==> config.mk <==
export PLATFORM = sky130hd
export DESIGN_NAME = accel_tilt_cosine_filter
export DESIGN_NICKNAME = d
export VERILOG_FILES = /design/src/rtl/core/atcf_pkg.sv /design/src/rtl/core/atcf_arith.sv /design/src/rtl/core/accel_tilt_cosine_filter.sv
export SDC_FILE = /design/constraint.sdc
export NUM_CORES = 2
export LEC_CHECK = 0
export ABC_AREA = 1
export BUFFER_PORTS_ARGS = -buffer_cell sky130_fd_sc_hd__buf_4
export CAP_MARGIN = 20
export CORE_UTILIZATION = 55
export CTS_CLUSTER_SIZE = 20
export DETAILED_ROUTE_END_ITERATION = 8
export PLACE_DENSITY = 0.71
export SYNTH_ARGS = -nofsm -noshare
export SYNTH_HDL_FRONTEND = slang
export SYNTH_SLANG_ARGS = --single-unit
==> constraint.sdc <==
create_clock -name i_clk -period 5.35 [get_ports i_clk]
set_input_delay 1.605 -clock i_clk [delete_from_list [all_inputs] [get_ports i_clk]]
set_output_delay 1.605 -clock i_clk [all_outputs]
set_load 0.02 [all_outputs]
==> src/rtl/core/atcf_pkg.sv <==
`default_nettype none

package atcf_pkg;

    localparam int CFG_IDX_W  = 3;
    localparam int CFG_DATA_W = 17;
    localparam int SAMPLE_W   = 16;
    localparam int OUT_W      = 16;
    localparam int ONE_G_W    = 15;
    localparam int PCT_W      = 7;
    localparam int ALPHA_W    = 17;
    localparam int DEV_W      = 17;
    localparam int LIM_W      = 17;
    localparam int LIM2_W     = 34;
    localparam int PCTG_W     = 22;
    localparam int RND_SHIFT  = 16;

    localparam logic [ALPHA_W-1:0] ALPHA_ONE = 17'h10000;
    localparam logic [ALPHA_W-1:0] ALPHA_RST = 17'd6554;
    localparam logic [ONE_G_W-1:0] ONE_G_RST = 15'd16384;
    localparam logic [PCT_W-1:0]   PCT_RST   = 7'd10;
    localparam logic [PCT_W-1:0]   PCT_DIV   = 7'd100;
    localparam logic [RND_SHIFT-1:0] RND_HALF = 16'h8000;

    typedef enum logic [CFG_IDX_W-1:0] {
        CFG_REF_X,
        CFG_REF_Y,
        CFG_REF_Z,
        CFG_REF_VALID,
        CFG_ONE_G,
        CFG_PERCENT,
        CFG_ALPHA
    } t_cfg_idx;

    typedef enum logic [3:0] {
        S_IDLE,
        S_GLSQ,
        S_GLRT,
        S_LIMM,
        S_LIMD,
        S_LIMLO,
        S_LIMHI,
        S_MAG,
        S_CHK,
        S_DOT,
        S_SRT,
        S_DEN,
        S_QDIV,
        S_FILT,
        S_OUT
    } t_state;

    typedef enum logic [1:0] {
        OP_MUL,
        OP_DIV,
        OP_SQRT
    } t_arith_op;

    typedef struct packed {
        logic      start;
        t_arith_op op;
    } t_arith_req;

    function automatic int max3(input int a, input int b, input int c);
        int m;
        m = (a > b) ? a : b;
        return (m > c) ? m : c;
    endfunction

endpackage

`default_nettype wire

==> src/rtl/core/atcf_arith.sv <==
`default_nettype none

module atcf_arith #(
    parameter int SW = 16,
    parameter int MW = 17,
    parameter int NW = 47,
    parameter int DW = 33
) (
    input  logic                     i_clk,
    input  logic                     i_rst_n,
    input  atcf_pkg::t_arith_req     i_req,
    input  logic [MW-1:0]            i_a,
    input  logic [MW-1:0]            i_b,
    input  logic [NW-1:0]            i_num,
    input  logic [DW-1:0]            i_den,
    input  logic [2*SW-1:0]          i_rad,
    output logic                     o_done,
    output logic [2*MW-1:0]          o_prod,
    output logic [NW-1:0]            o_quot,
    output logic [SW-1:0]            o_root
);
    import atcf_pkg::*;

    localparam int PW = 2 * MW;
    localparam int CW = $clog2(max3(NW, MW, SW) + 1);

    logic            r_busy;
    logic            r_done;
    logic [CW-1:0]   r_cnt;
    t_arith_op       r_op;
    logic [MW-1:0]   r_ma;
    logic [PW-1:0]   r_mb;
    logic [PW-1:0]   r_acc;
    logic [NW-1:0]   r_dq;
    logic [DW-1:0]   r_rem;
    logic [DW-1:0]   r_dd;
    logic [2*SW-1:0] r_rad;
    logic [SW+1:0]   r_srem;
    logic [SW-1:0]   r_root;

    logic [CW-1:0]   w_count;
    logic [DW:0]     w_rsh;
    logic [DW:0]     w_rsub;
    logic            w_rge;
    logic [SW+3:0]   w_ssh;
    logic [SW+3:0]   w_trial;
    logic [SW+3:0]   w_ssub;
    logic            w_sge;

    always_comb begin
        unique case (i_req.op)
            OP_MUL:  w_count = CW'(MW);
            OP_DIV:  w_count = CW'(NW);
            OP_SQRT: w_count = CW'(SW);
            default: w_count = CW'(MW);
        endcase
    end

    assign w_rsh   = {r_rem, r_dq[NW-1]};
    assign w_rge   = (w_rsh >= {1'b0, r_dd});
    assign w_rsub  = w_rsh - {1'b0, r_dd};
    assign w_ssh   = {r_srem, r_rad[2*SW-1 -: 2]};
    assign w_trial = (SW+4)'({r_root, 2'b01});
    assign w_sge   = (w_ssh >= w_trial);
    assign w_ssub  = w_ssh - w_trial;

    always_ff @(posedge i_clk) begin
        if (!i_rst_n) begin
            r_busy <= 1'b0;
            r_done <= 1'b0;
            r_cnt  <= '0;
        end else begin
            r_done <= 1'b0;
            if (i_req.start) begin
                r_busy <= 1'b1;
                r_cnt  <= w_count;
            end else if (r_busy) begin
                r_cnt <= r_cnt - 1'b1;
                if (r_cnt == CW'(1)) begin
                    r_busy <= 1'b0;
                    r_done <= 1'b1;
                end
            end
        end
    end

    always_ff @(posedge i_clk) begin
        if (i_req.start) begin
            r_op   <= i_req.op;
            r_ma   <= i_a;
            r_mb   <= PW'(i_b);
            r_acc  <= '0;
            r_dq   <= i_num;
            r_rem  <= '0;
            r_dd   <= i_den;
            r_rad  <= i_rad;
            r_srem <= '0;
            r_root <= '0;
        end else if (r_busy) begin
            case (r_op)
                OP_MUL: begin
                    if (r_ma[0]) begin
                        r_acc <= r_acc + r_mb;
                    end
                    r_ma <= r_ma >> 1;
                    r_mb <= r_mb << 1;
                end
                OP_DIV: begin
                    r_rem <= w_rge ? w_rsub[DW-1:0] : w_rsh[DW-1:0];
                    r_dq  <= {r_dq[NW-2:0], w_rge};
                end
                OP_SQRT: begin
                    r_srem <= w_sge ? w_ssub[SW+1:0] : w_ssh[SW+1:0];
                    r_root <= {r_root[SW-2:0], w_sge};
                    r_rad  <= r_rad << 2;
                end
                default: begin
                    r_ma <= r_ma;
                end
            endcase
        end
    end

    assign o_done = r_done;
    assign o_prod = r_acc;
    assign o_quot = r_dq;
    assign o_root = r_root;

    a_no_start_busy: assert property (@(posedge i_clk) disable iff (!i_rst_n)
        i_req.start |-> !r_busy) else $error("start while busy");
    a_done_idle: assert property (@(posedge i_clk) disable iff (!i_rst_n)
        r_done |-> !r_busy) else $error("done while busy");
    a_busy_cnt: assert property (@(posedge i_clk) disable iff (!i_rst_n)
        r_busy |-> (r_cnt != '0)) else $error("busy with empty count");

endmodule

`default_nettype wire

==> src/rtl/core/accel_tilt_cosine_filter.sv <==
// A passing item is worked through in steps by one shared bit-serial multiply/divide/sqrt unit:
// sample magnitude squares, limit check, dot product, sqrt, denominator, quotient, filter update.
// A reference write makes the next processed item recompute the reference length; a limit write
// makes it recompute the squared limits. Throughput: one item at a time, accepted only in idle;
// a zero divisor skips the divide, skipped items stay in idle. A stalled result holds the block.
// Reset: synchronous active low; filter state returns to 1.0, config registers to their defaults.
`default_nettype none

module accel_tilt_cosine_filter #(
    parameter int SAMPLE_BITS      = 16,
    parameter int COSINE_FRAC_BITS = 14
) (
    input  logic                                   i_clk,
    input  logic                                   i_rst_n,
    input  logic                                   i_valid,
    output logic                                   o_ready,
    input  logic signed [atcf_pkg::SAMPLE_W-1:0]   i_accel_x,
    input  logic signed [atcf_pkg::SAMPLE_W-1:0]   i_accel_y,
    input  logic signed [atcf_pkg::SAMPLE_W-1:0]   i_accel_z,
    input  logic                                   i_last_in_batch,
    output logic                                   o_valid,
    input  logic                                   i_ready,
    output logic signed [atcf_pkg::OUT_W-1:0]      o_tilt_cosine,
    input  logic                                   i_cfg_valid,
    output logic                                   o_cfg_ready,
    input  logic [atcf_pkg::CFG_IDX_W-1:0]         i_cfg_index,
    input  logic [atcf_pkg::CFG_DATA_W-1:0]        i_cfg_data
);
    import atcf_pkg::*;

    localparam int S     = SAMPLE_BITS;
    localparam int F     = COSINE_FRAC_BITS;
    localparam int MW    = max3(ALPHA_W, F + 2, S);
    localparam int PW    = 2 * MW;
    localparam int NW    = 2 * S + F + 1;
    localparam int DW    = 2 * S + 1;
    localparam int YW    = F + 2;
    localparam int MSQ_W = 2 * S;
    localparam int CMPW  = max3(MSQ_W, LIM2_W, 1);
    localparam logic signed [YW-1:0] ONE_Y = {2'b01, {F{1'b0}}};

    function automatic logic [S-1:0] mag_s(input logic [S-1:0] v);
        return v[S-1] ? (~v + 1'b1) : v;
    endfunction

    // configuration
    logic [S-1:0]         r_ref_x, r_ref_y, r_ref_z;
    logic                 r_ref_valid;
    logic [ONE_G_W-1:0]   r_one_g;
    logic [PCT_W-1:0]     r_pct;
    logic [ALPHA_W-1:0]   r_alpha;

    t_state               r_state, n_state;
    logic                 r_issued, n_issued;
    logic [1:0]           r_k, n_k;
    logic [MSQ_W-1:0]     r_acc, n_acc;
    logic signed [MSQ_W:0] r_dot, n_dot;
    logic [S-1:0]         r_glen, n_glen;
    logic [S-1:0]         r_sm, n_sm;
    logic [MSQ_W-1:0]     r_den, n_den;
    logic [DEV_W-1:0]     r_dev, n_dev;
    logic [LIM2_W-1:0]    r_lo2, n_lo2;
    logic [LIM2_W-1:0]    r_hi2, n_hi2;
    logic signed [YW-1:0] r_x, n_x;
    logic signed [YW-1:0] r_y, n_y;
    logic                 r_failed, n_failed;
    logic                 r_gstale, n_gstale;
    logic                 r_lstale, n_lstale;
    logic                 r_last, n_last;
    logic [S-1:0]         r_sx, n_sx, r_sy, n_sy, r_sz, n_sz;
    logic                 r_out_valid, n_out_valid;
    logic signed [OUT_W-1:0] r_out, n_out;

    t_arith_req           w_req;
    logic [MW-1:0]        w_a, w_b;
    logic [NW-1:0]        w_num;
    logic [DW-1:0]        w_dden;
    logic [MSQ_W-1:0]     w_rad;
    logic                 w_done;
    logic [PW-1:0]        w_prod;
    logic [NW-1:0]        w_quot;
    logic [S-1:0]         w_root;

    logic [S-1:0]         w_ref_k, w_smp_k;
    logic [ONE_G_W-1:0]   w_lower;
    logic [LIM_W-1:0]     w_upper;
    logic [MSQ_W-1:0]     w_dot_mag;
    logic signed [YW-1:0] w_qc;
    logic signed [YW-1:0] w_xq;
    logic signed [YW:0]   w_diff;
    logic [YW-1:0]        w_diff_mag;
    logic [ALPHA_W-1:0]   w_alpha_c;
    logic [PW-1:0]        w_rnd;
    logic signed [YW:0]   w_step;
    logic signed [YW:0]   w_ynew;
    logic                 w_fail;
    logic                 w_dot_neg;

    always_comb begin
        case (r_k)
            2'd0:    begin w_ref_k = r_ref_x; w_smp_k = r_sx; end
            2'd1:    begin w_ref_k = r_ref_y; w_smp_k = r_sy; end
            default: begin w_ref_k = r_ref_z; w_smp_k = r_sz; end
        endcase
    end

    assign w_lower    = (r_dev > DEV_W'(r_one_g)) ? '0 : (r_one_g - r_dev[ONE_G_W-1:0]);
    assign w_upper    = LIM_W'(r_one_g) + LIM_W'(r_dev);
    assign w_dot_mag  = r_dot[MSQ_W] ? MSQ_W'(-r_dot) : r_dot[MSQ_W-1:0];
    assign w_qc       = (w_quot > NW'(ONE_Y)) ? ONE_Y : $signed(w_quot[YW-1:0]);
    assign w_xq       = r_dot[MSQ_W] ? -w_qc : w_qc;
    assign w_diff     = (YW+1)'(r_x) - (YW+1)'(r_y);
    assign w_diff_mag = w_diff[YW] ? YW'(-w_diff) : w_diff[YW-1:0];
    assign w_alpha_c  = (r_alpha > ALPHA_ONE) ? ALPHA_ONE : r_alpha;
    assign w_rnd      = (w_prod + PW'(RND_HALF)) >> RND_SHIFT;
    assign w_step     = $signed({1'b0, w_rnd[YW-1:0]});
    assign w_ynew     = w_diff[YW] ? ((YW+1)'(r_y) - w_step) : ((YW+1)'(r_y) + w_step);
    assign w_fail     = (CMPW'(r_acc) < CMPW'(r_lo2)) || (CMPW'(r_acc) > CMPW'(r_hi2));
    assign w_dot_neg  = w_ref_k[S-1] ^ w_smp_k[S-1];

    // operand selection for the serial unit
    always_comb begin
        w_req.start = 1'b0;
        w_req.op    = OP_MUL;
        w_a         = '0;
        w_b         = '0;
        w_num       = '0;
        w_dden      = '0;
        w_rad       = r_acc;
        unique case (r_state)
            S_GLSQ: begin
                w_a = MW'(mag_s(w_ref_k));
                w_b = MW'(mag_s(w_ref_k));
            end
            S_GLRT, S_SRT: w_req.op = OP_SQRT;
            S_LIMM: begin
                w_a = MW'(r_pct);
                w_b = MW'(r_one_g);
            end
            S_LIMD: begin
                w_req.op = OP_DIV;
                w_num    = NW'(w_prod[PCTG_W-1:0]);
                w_dden   = DW'(PCT_DIV);
            end
            S_LIMLO: begin
                w_a = MW'(w_lower);
                w_b = MW'(w_lower);
            end
            S_LIMHI: begin
                w_a = MW'(w_upper);
                w_b = MW'(w_upper);
            end
            S_MAG: begin
                w_a = MW'(mag_s(w_smp_k));
                w_b = MW'(mag_s(w_smp_k));
            end
            S_DOT: begin
                w_a = MW'(mag_s(w_ref_k));
                w_b = MW'(mag_s(w_smp_k));
            end
            S_DEN: begin
                w_a = MW'(r_glen);
                w_b = MW'(r_sm);
            end
            S_QDIV: begin
                w_req.op = OP_DIV;
                w_num    = NW'({w_dot_mag, {(F+1){1'b0}}}) + NW'(r_den);
                w_dden   = {r_den, 1'b0};
            end
            S_FILT: begin
                w_a = MW'(w_alpha_c);
                w_b = MW'(w_diff_mag);
            end
            default: w_req.op = OP_MUL;
        endcase
        if (r_state != S_IDLE && r_state != S_CHK && r_state != S_OUT && !r_issued) begin
            w_req.start = 1'b1;
        end
    end

    always_comb begin
        n_state     = r_state;
        n_issued    = r_issued;
        n_k         = r_k;
        n_acc       = r_acc;
        n_dot       = r_dot;
        n_glen      = r_glen;
        n_sm        = r_sm;
        n_den       = r_den;
        n_dev       = r_dev;
        n_lo2       = r_lo2;
        n_hi2       = r_hi2;
        n_x         = r_x;
        n_y         = r_y;
        n_failed    = r_failed;
        n_gstale    = r_gstale;
        n_lstale    = r_lstale;
        n_last      = r_last;
        n_sx        = r_sx;
        n_sy        = r_sy;
        n_sz        = r_sz;
        n_out       = r_out;
        n_out_valid = r_out_valid && !i_ready;
        if (w_req.start) begin
            n_issued = 1'b1;
        end
        if (w_done) begin
            n_issued = 1'b0;
        end
        unique case (r_state)
            S_IDLE: begin
                if (i_valid) begin
                    n_sx   = i_accel_x[S-1:0];
                    n_sy   = i_accel_y[S-1:0];
                    n_sz   = i_accel_z[S-1:0];
                    n_last = i_last_in_batch;
                    if (!r_ref_valid || r_failed) begin
                        if (i_last_in_batch) begin
                            n_failed = 1'b0;
                        end
                    end else begin
                        n_acc   = '0;
                        n_k     = '0;
                        n_state = r_gstale ? S_GLSQ : (r_lstale ? S_LIMM : S_MAG);
                    end
                end
            end
            S_GLSQ: begin
                if (w_done) begin
                    n_acc = r_acc + w_prod[MSQ_W-1:0];
                    if (r_k == 2'd2) begin
                        n_k     = '0;
                        n_state = S_GLRT;
                    end else begin
                        n_k = r_k + 1'b1;
                    end
                end
            end
            S_GLRT: begin
                if (w_done) begin
                    n_glen   = w_root;
                    n_gstale = 1'b0;
                    n_acc    = '0;
                    n_state  = r_lstale ? S_LIMM : S_MAG;
                end
            end
            S_LIMM: begin
                if (w_done) begin
                    n_state = S_LIMD;
                end
            end
            S_LIMD: begin
                if (w_done) begin
                    n_dev   = w_quot[DEV_W-1:0];
                    n_state = S_LIMLO;
                end
            end
            S_LIMLO: begin
                if (w_done) begin
                    n_lo2   = w_prod[LIM2_W-1:0];
                    n_state = S_LIMHI;
                end
            end
            S_LIMHI: begin
                if (w_done) begin
                    n_hi2    = w_prod[LIM2_W-1:0];
                    n_lstale = 1'b0;
                    n_acc    = '0;
                    n_k      = '0;
                    n_state  = S_MAG;
                end
            end
            S_MAG: begin
                if (w_done) begin
                    n_acc = r_acc + w_prod[MSQ_W-1:0];
                    if (r_k == 2'd2) begin
                        n_k     = '0;
                        n_state = S_CHK;
                    end else begin
                        n_k = r_k + 1'b1;
                    end
                end
            end
            S_CHK: begin
                if (w_fail) begin
                    n_failed = !r_last;
                    n_state  = S_IDLE;
                end else begin
                    n_dot   = '0;
                    n_k     = '0;
                    n_state = S_DOT;
                end
            end
            S_DOT: begin
                if (w_done) begin
                    if (w_dot_neg) begin
                        n_dot = r_dot - $signed({1'b0, w_prod[MSQ_W-1:0]});
                    end else begin
                        n_dot = r_dot + $signed({1'b0, w_prod[MSQ_W-1:0]});
                    end
                    if (r_k == 2'd2) begin
                        n_k     = '0;
                        n_state = S_SRT;
                    end else begin
                        n_k = r_k + 1'b1;
                    end
                end
            end
            S_SRT: begin
                if (w_done) begin
                    n_sm    = w_root;
                    n_state = S_DEN;
                end
            end
            S_DEN: begin
                if (w_done) begin
                    n_den = w_prod[MSQ_W-1:0];
                    if (w_prod[MSQ_W-1:0] == '0) begin
                        n_x     = '0;
                        n_state = S_FILT;
                    end else begin
                        n_state = S_QDIV;
                    end
                end
            end
            S_QDIV: begin
                if (w_done) begin
                    n_x     = w_xq;
                    n_state = S_FILT;
                end
            end
            S_FILT: begin
                if (w_done) begin
                    n_y = w_ynew[YW-1:0];
                    if (r_last) begin
                        n_failed = 1'b0;
                        n_state  = S_OUT;
                    end else begin
                        n_state = S_IDLE;
                    end
                end
            end
            S_OUT: begin
                if (!r_out_valid || i_ready) begin
                    n_out_valid = 1'b1;
                    n_out       = OUT_W'(r_y);
                    n_state     = S_IDLE;
                end
            end
            default: n_state = S_IDLE;
        endcase
        if (i_cfg_valid) begin
            case (t_cfg_idx'(i_cfg_index))
                CFG_REF_X, CFG_REF_Y, CFG_REF_Z: n_gstale = 1'b1;
                CFG_ONE_G, CFG_PERCENT:          n_lstale = 1'b1;
                default:                         n_lstale = n_lstale;
            endcase
        end
    end

    always_ff @(posedge i_clk) begin
        if (!i_rst_n) begin
            r_ref_x     <= '0;
            r_ref_y     <= '0;
            r_ref_z     <= '0;
            r_ref_valid <= 1'b0;
            r_one_g     <= ONE_G_RST;
            r_pct       <= PCT_RST;
            r_alpha     <= ALPHA_RST;
        end else if (i_cfg_valid) begin
            unique case (t_cfg_idx'(i_cfg_index))
                CFG_REF_X:     r_ref_x     <= i_cfg_data[S-1:0];
                CFG_REF_Y:     r_ref_y     <= i_cfg_data[S-1:0];
                CFG_REF_Z:     r_ref_z     <= i_cfg_data[S-1:0];
                CFG_REF_VALID: r_ref_valid <= i_cfg_data[0];
                CFG_ONE_G:     r_one_g     <= i_cfg_data[ONE_G_W-1:0];
                CFG_PERCENT:   r_pct       <= i_cfg_data[PCT_W-1:0];
                CFG_ALPHA:     r_alpha     <= i_cfg_data[ALPHA_W-1:0];
                default:       r_ref_valid <= r_ref_valid;
            endcase
        end
    end

    always_ff @(posedge i_clk) begin
        if (!i_rst_n) begin
            r_state     <= S_IDLE;
            r_issued    <= 1'b0;
            r_k         <= '0;
            r_failed    <= 1'b0;
            r_gstale    <= 1'b0;
            r_lstale    <= 1'b1;
            r_glen      <= '0;
            r_y         <= ONE_Y;
            r_out_valid <= 1'b0;
        end else begin
            r_state     <= n_state;
            r_issued    <= n_issued;
            r_k         <= n_k;
            r_failed    <= n_failed;
            r_gstale    <= n_gstale;
            r_lstale    <= n_lstale;
            r_glen      <= n_glen;
            r_y         <= n_y;
            r_out_valid <= n_out_valid;
        end
    end

    always_ff @(posedge i_clk) begin
        r_acc  <= n_acc;
        r_dot  <= n_dot;
        r_sm   <= n_sm;
        r_den  <= n_den;
        r_dev  <= n_dev;
        r_lo2  <= n_lo2;
        r_hi2  <= n_hi2;
        r_x    <= n_x;
        r_last <= n_last;
        r_sx   <= n_sx;
        r_sy   <= n_sy;
        r_sz   <= n_sz;
        r_out  <= n_out;
    end

    atcf_arith #(
        .SW (S),
        .MW (MW),
        .NW (NW),
        .DW (DW)
    ) u_arith (
        .i_clk   (i_clk),
        .i_rst_n (i_rst_n),
        .i_req   (w_req),
        .i_a     (w_a),
        .i_b     (w_b),
        .i_num   (w_num),
        .i_den   (w_dden),
        .i_rad   (w_rad),
        .o_done  (w_done),
        .o_prod  (w_prod),
        .o_quot  (w_quot),
        .o_root  (w_root)
    );

    assign o_ready       = (r_state == S_IDLE);
    assign o_valid       = r_out_valid;
    assign o_tilt_cosine = r_out;
    assign o_cfg_ready   = 1'b1;

    a_y_range: assert property (@(posedge i_clk) disable iff (!i_rst_n)
        (r_y <= ONE_Y) && (r_y >= -ONE_Y)) else $error("filter state out of range");
    a_idle_quiet: assert property (@(posedge i_clk) disable iff (!i_rst_n)
        (r_state == S_IDLE) |-> !r_issued) else $error("operation pending in idle");
    a_done_owned: assert property (@(posedge i_clk) disable iff (!i_rst_n)
        w_done |-> r_issued) else $error("unexpected arith done");

endmodule

`default_nettype wire

==> flow_summary.ini <==
[outcome]
outcome = complete, but fails checks
failed_checks = design-rule violations

[die]
core_mm2 = 0.0808
fp.dieH_um = 288
io_pins = 93
horizontal_die_dimension_um = 288
floorplan.die_area_mm2 = 0.0830
floorplan.initialDensity_pct = 55.7
fp-row-count = 104

[flow_run]
max_cap_viol_count = 0

[setup_path]
critical-path-max-stage-delay_ps = 560
critical_path_arrival_ps = 5160
worst_setup_path_startpoint = r_k[1]
list_of_cells_traversed_by_the_critical_path = inv_2 -> nor2_1 -> a21oi_1 -> o21a_2 -> inv_1 -> nand2_1 -> nand2_2 -> inv_2 -> buf_4 -> nor2_1 -> xor2_1 -> ha_1 -> inv_1 -> o21bai_1 -> a21oi_1 -> o21ai_0 -> a21boi_0 -> o21ai_0 -> a21oi_1 -> o21ai_0 -> nand2_1 -> nand2_1 -> nor2_1
highest_delay_cell_along_the_critical_path = sky130_fd_sc_hd__o21ai_0
crit-reg2reg-launch = r_k[1]
timing.reg2reg.setup_slack_ps = 610
timing.reg2reg.worst_path_depth = 23
timing.critical_path.fanout_max = 17
setup.worst_path.start_class = register
timing_worst_setup_path_type = reg -> reg
reg2reg_to = r_dot[20]
critPathRequiredTime_ps = 5770
setup.worst_path.end = r_dot[20]
worst_setup_path_end_kind = register

[detailed_routing]
detail_route.drc_violations = 2
drtPass1Iterations = 8
dr.first_iter.drc_count = 4138
wirelength_routed_um = 139000
post_drt_via_cell_ratio = 5.76
ant_nets = 0
route.detailed.wl_per_inst_um = 19.6
num_vias = 40857

[logic_synthesis]
syn_avg_cell_area_um2 = 7.65
postSynthCellCount = 5886
synth.distinct_cells = 74
mappedNetlistNets = 6281
yosys_warnings = 0
synth_enable_flop_cells = 426
mappedNetlistArea_mm2 = 0.0450
synth-seq-area-share_pct = 39.8
ys_ff_latch = 683
synth_async_sr_flop_share_pct = 0
most_frequently_used_flop_master_after_synthesis = sky130_fd_sc_hd__edfxtp_1

[global_route]
largest_net_degree_at_the_start_of_global_routing = 90
grt_first_pass_wirelength_um = 214000
gr-total-overflow = 0
grt_use_total_pct = 33.3
vias_in_the_first_global_route = 37585
antenna_found_initial = 4

[finish]
layout.cells.most_common_list = sky130_fd_sc_hd__nand2_1, sky130_fd_sc_hd__inv_1, sky130_fd_sc_hd__nor2_1
finish.instance_area_mm2 = 0.0496
post_route_cells_drive_above_1_share_pct = 6.61
design.final.nets = 6364
most_common_library_cell_in_the_layout_ignoring_fill_and_taps = sky130_fd_sc_hd__nand2_1
area_growth_syn_to_layout_pct = 10.1

[place]
routabilityCongestion = 1.00
place_ws_ps = 767
io_buffer_count = 91
place_hpwl_um = 107000
placedInstanceArea_mm2 = 0.0469

[clock_tree]
clock_tree.root_cell = sky130_fd_sc_hd__clkbuf_16
max-clock-path-buffers = 3
cts_tree = yes
hold_bufs_at_cts = 0
h-tree-depth = 3
cts-buffers-inserted = 80
path_clk_slew_ps = 60
clock-sinks = 683
post-cts-setup-buffers = 0
post_cts_resize_count = 0
clk_latency_ps = 660

[sta]
final_min_period_over_clock_period_pct = 88.6
clock_skew_after_layout_ps = 30.8
max_slew_margin_pct = 28.5
timing.setup.tns_ps = 0
timing.final.crit_period_ps = 4740
slew_violations = 0
worst_slew_pin_slew_ps = 1060
timing_hold_violations_final = 0
whs_ps = 455
fmaxAchievable_ghz = 0.211
setup_viol = 0
post-route-worst-setup-slack_ps = 607
grt_setup_unrepaired = false

[power]
report.power.total_mw = 24.3
max-vdd-ir-drop_v = 0.000452
power.density_cell_area_mw_per_mm2 = 490
leakagePower_nw = 22.5

[hold_path]
hold_class = reg -> reg
stage by stage:
step	util [%]	std cells
finish	61.4	7096
global route	61.4	7096
CTS	61.3	7094
detailed placement	58.0	6946
global placement	58.0	6946
floorplan	-	5886
state kept, by name, summed over array words and instances (netlist names), 17 cells and up:
name            count
r_acc              32
r_alpha            17
r_den              32
r_dev              17
r_dot              33
r_hi2              34
r_lo2              34
u_arith.o_prod     34
u_arith.o_quot     47
u_arith.r_dd       32
u_arith.r_ma       17
u_arith.r_mb       34
u_arith.r_rad      32
u_arith.r_rem      33
u_arith.r_srem     18
metal layers:
layer  wire length (µm)  vias to the layer above  track usage [%]
met5                 10                        -                0
met4               4140                        2             9.72
met3              13700                      239             6.90
met2              59300                     1652             50.2
met1              61800                    19051             47.9
li1                   -                    19913                -
worst min-delay path by stage:
stage                             startpoint  cells past startpoint                 end  slack, ps
final                     u_arith.r_srem[16]                      2  u_arith.r_srem[16]        450
after global routing       u_arith.o_quot[2]                      0            r_dev[2]        470
after CTS                        r_ref_x[12]                      2         r_ref_x[12]        460
after detailed placement            r_pct[3]                      2            r_pct[3]        450
after global placement             r_glen[0]                      2           r_glen[0]        440
after floorplan                      r_y[15]                      0   o_tilt_cosine[15]        410
synth_stat cells, types with 17 or more instances:
cell type                  instances  area (µm²)
sky130_fd_sc_hd__xor2_1          128        1120
sky130_fd_sc_hd__nor4_1           17         106
sky130_fd_sc_hd__o21bai_1         23         173
sky130_fd_sc_hd__o21ai_1          34         170
sky130_fd_sc_hd__nand4_1          72         450
sky130_fd_sc_hd__xnor2_1          59         517
sky130_fd_sc_hd__dfxtp_1         257        5140
sky130_fd_sc_hd__nor3_1           74         370
sky130_fd_sc_hd__edfxtp_1        426       12800
sky130_fd_sc_hd__a21oi_1         467        2340
sky130_fd_sc_hd__a31oi_1          27         169
sky130_fd_sc_hd__o21a_1           39         293
sky130_fd_sc_hd__a21o_1           22         165
sky130_fd_sc_hd__o21ai_0         401        2010
sky130_fd_sc_hd__buf_2            34         170
sky130_fd_sc_hd__clkbuf_1        100         375
sky130_fd_sc_hd__nand3_1         290        1450
sky130_fd_sc_hd__inv_1           821        3080
sky130_fd_sc_hd__nand2_1        1291        4850
sky130_fd_sc_hd__a22oi_1          18         135
sky130_fd_sc_hd__o22ai_1          22         138
sky130_fd_sc_hd__nor2_1          616        2310
sky130_fd_sc_hd__o211ai_1         77         578
sky130_fd_sc_hd__ha_1            312        3900
sky130_fd_sc_hd__or2_2            20         125
power by group:
| part | leakage, nW | internal [mW] | total, mW | switching [mW] |
|---|---|---|---|---|
| Clock | 1.32 | 3.27 | 5.61 | 2.34 |
| Combinational | 15.2 | 3.57 | 10.8 | 7.23 |
| Sequential | 6.00 | 6.97 | 7.91 | 0.933 |
cell type report:
cell class	instances	area, µm²
fill	7334	31200
multi-input combinational	4214	23300
sequential	683	17900
inverter	838	3150
clock buffer	112	2300
tap	1060	1330
timing repair buffer	152	1150
clock inverter	36	377
antenna	1	2.50
critical path: cells and delay by family (launching register included):
family                     cells  cell delay, ps
adders and majority gates      1             330
and+or+nand+nor                7             580
xor gates and xnor gates       1             150
AOI/OAI and AO/OA              9            2280
buffers and inverters          5             810
DFF                            1             360
kinds of logic after synthesis:
logic type	share of synthesized area (%)
flops	39.8
simple gates	22.8
buf+inv	8.45
other cells	0.00833
fa+ha+maj	9.07
xor+xnor	3.81
compound gates	16.1
No activity file was read; power rests on OpenSTA's default activity.
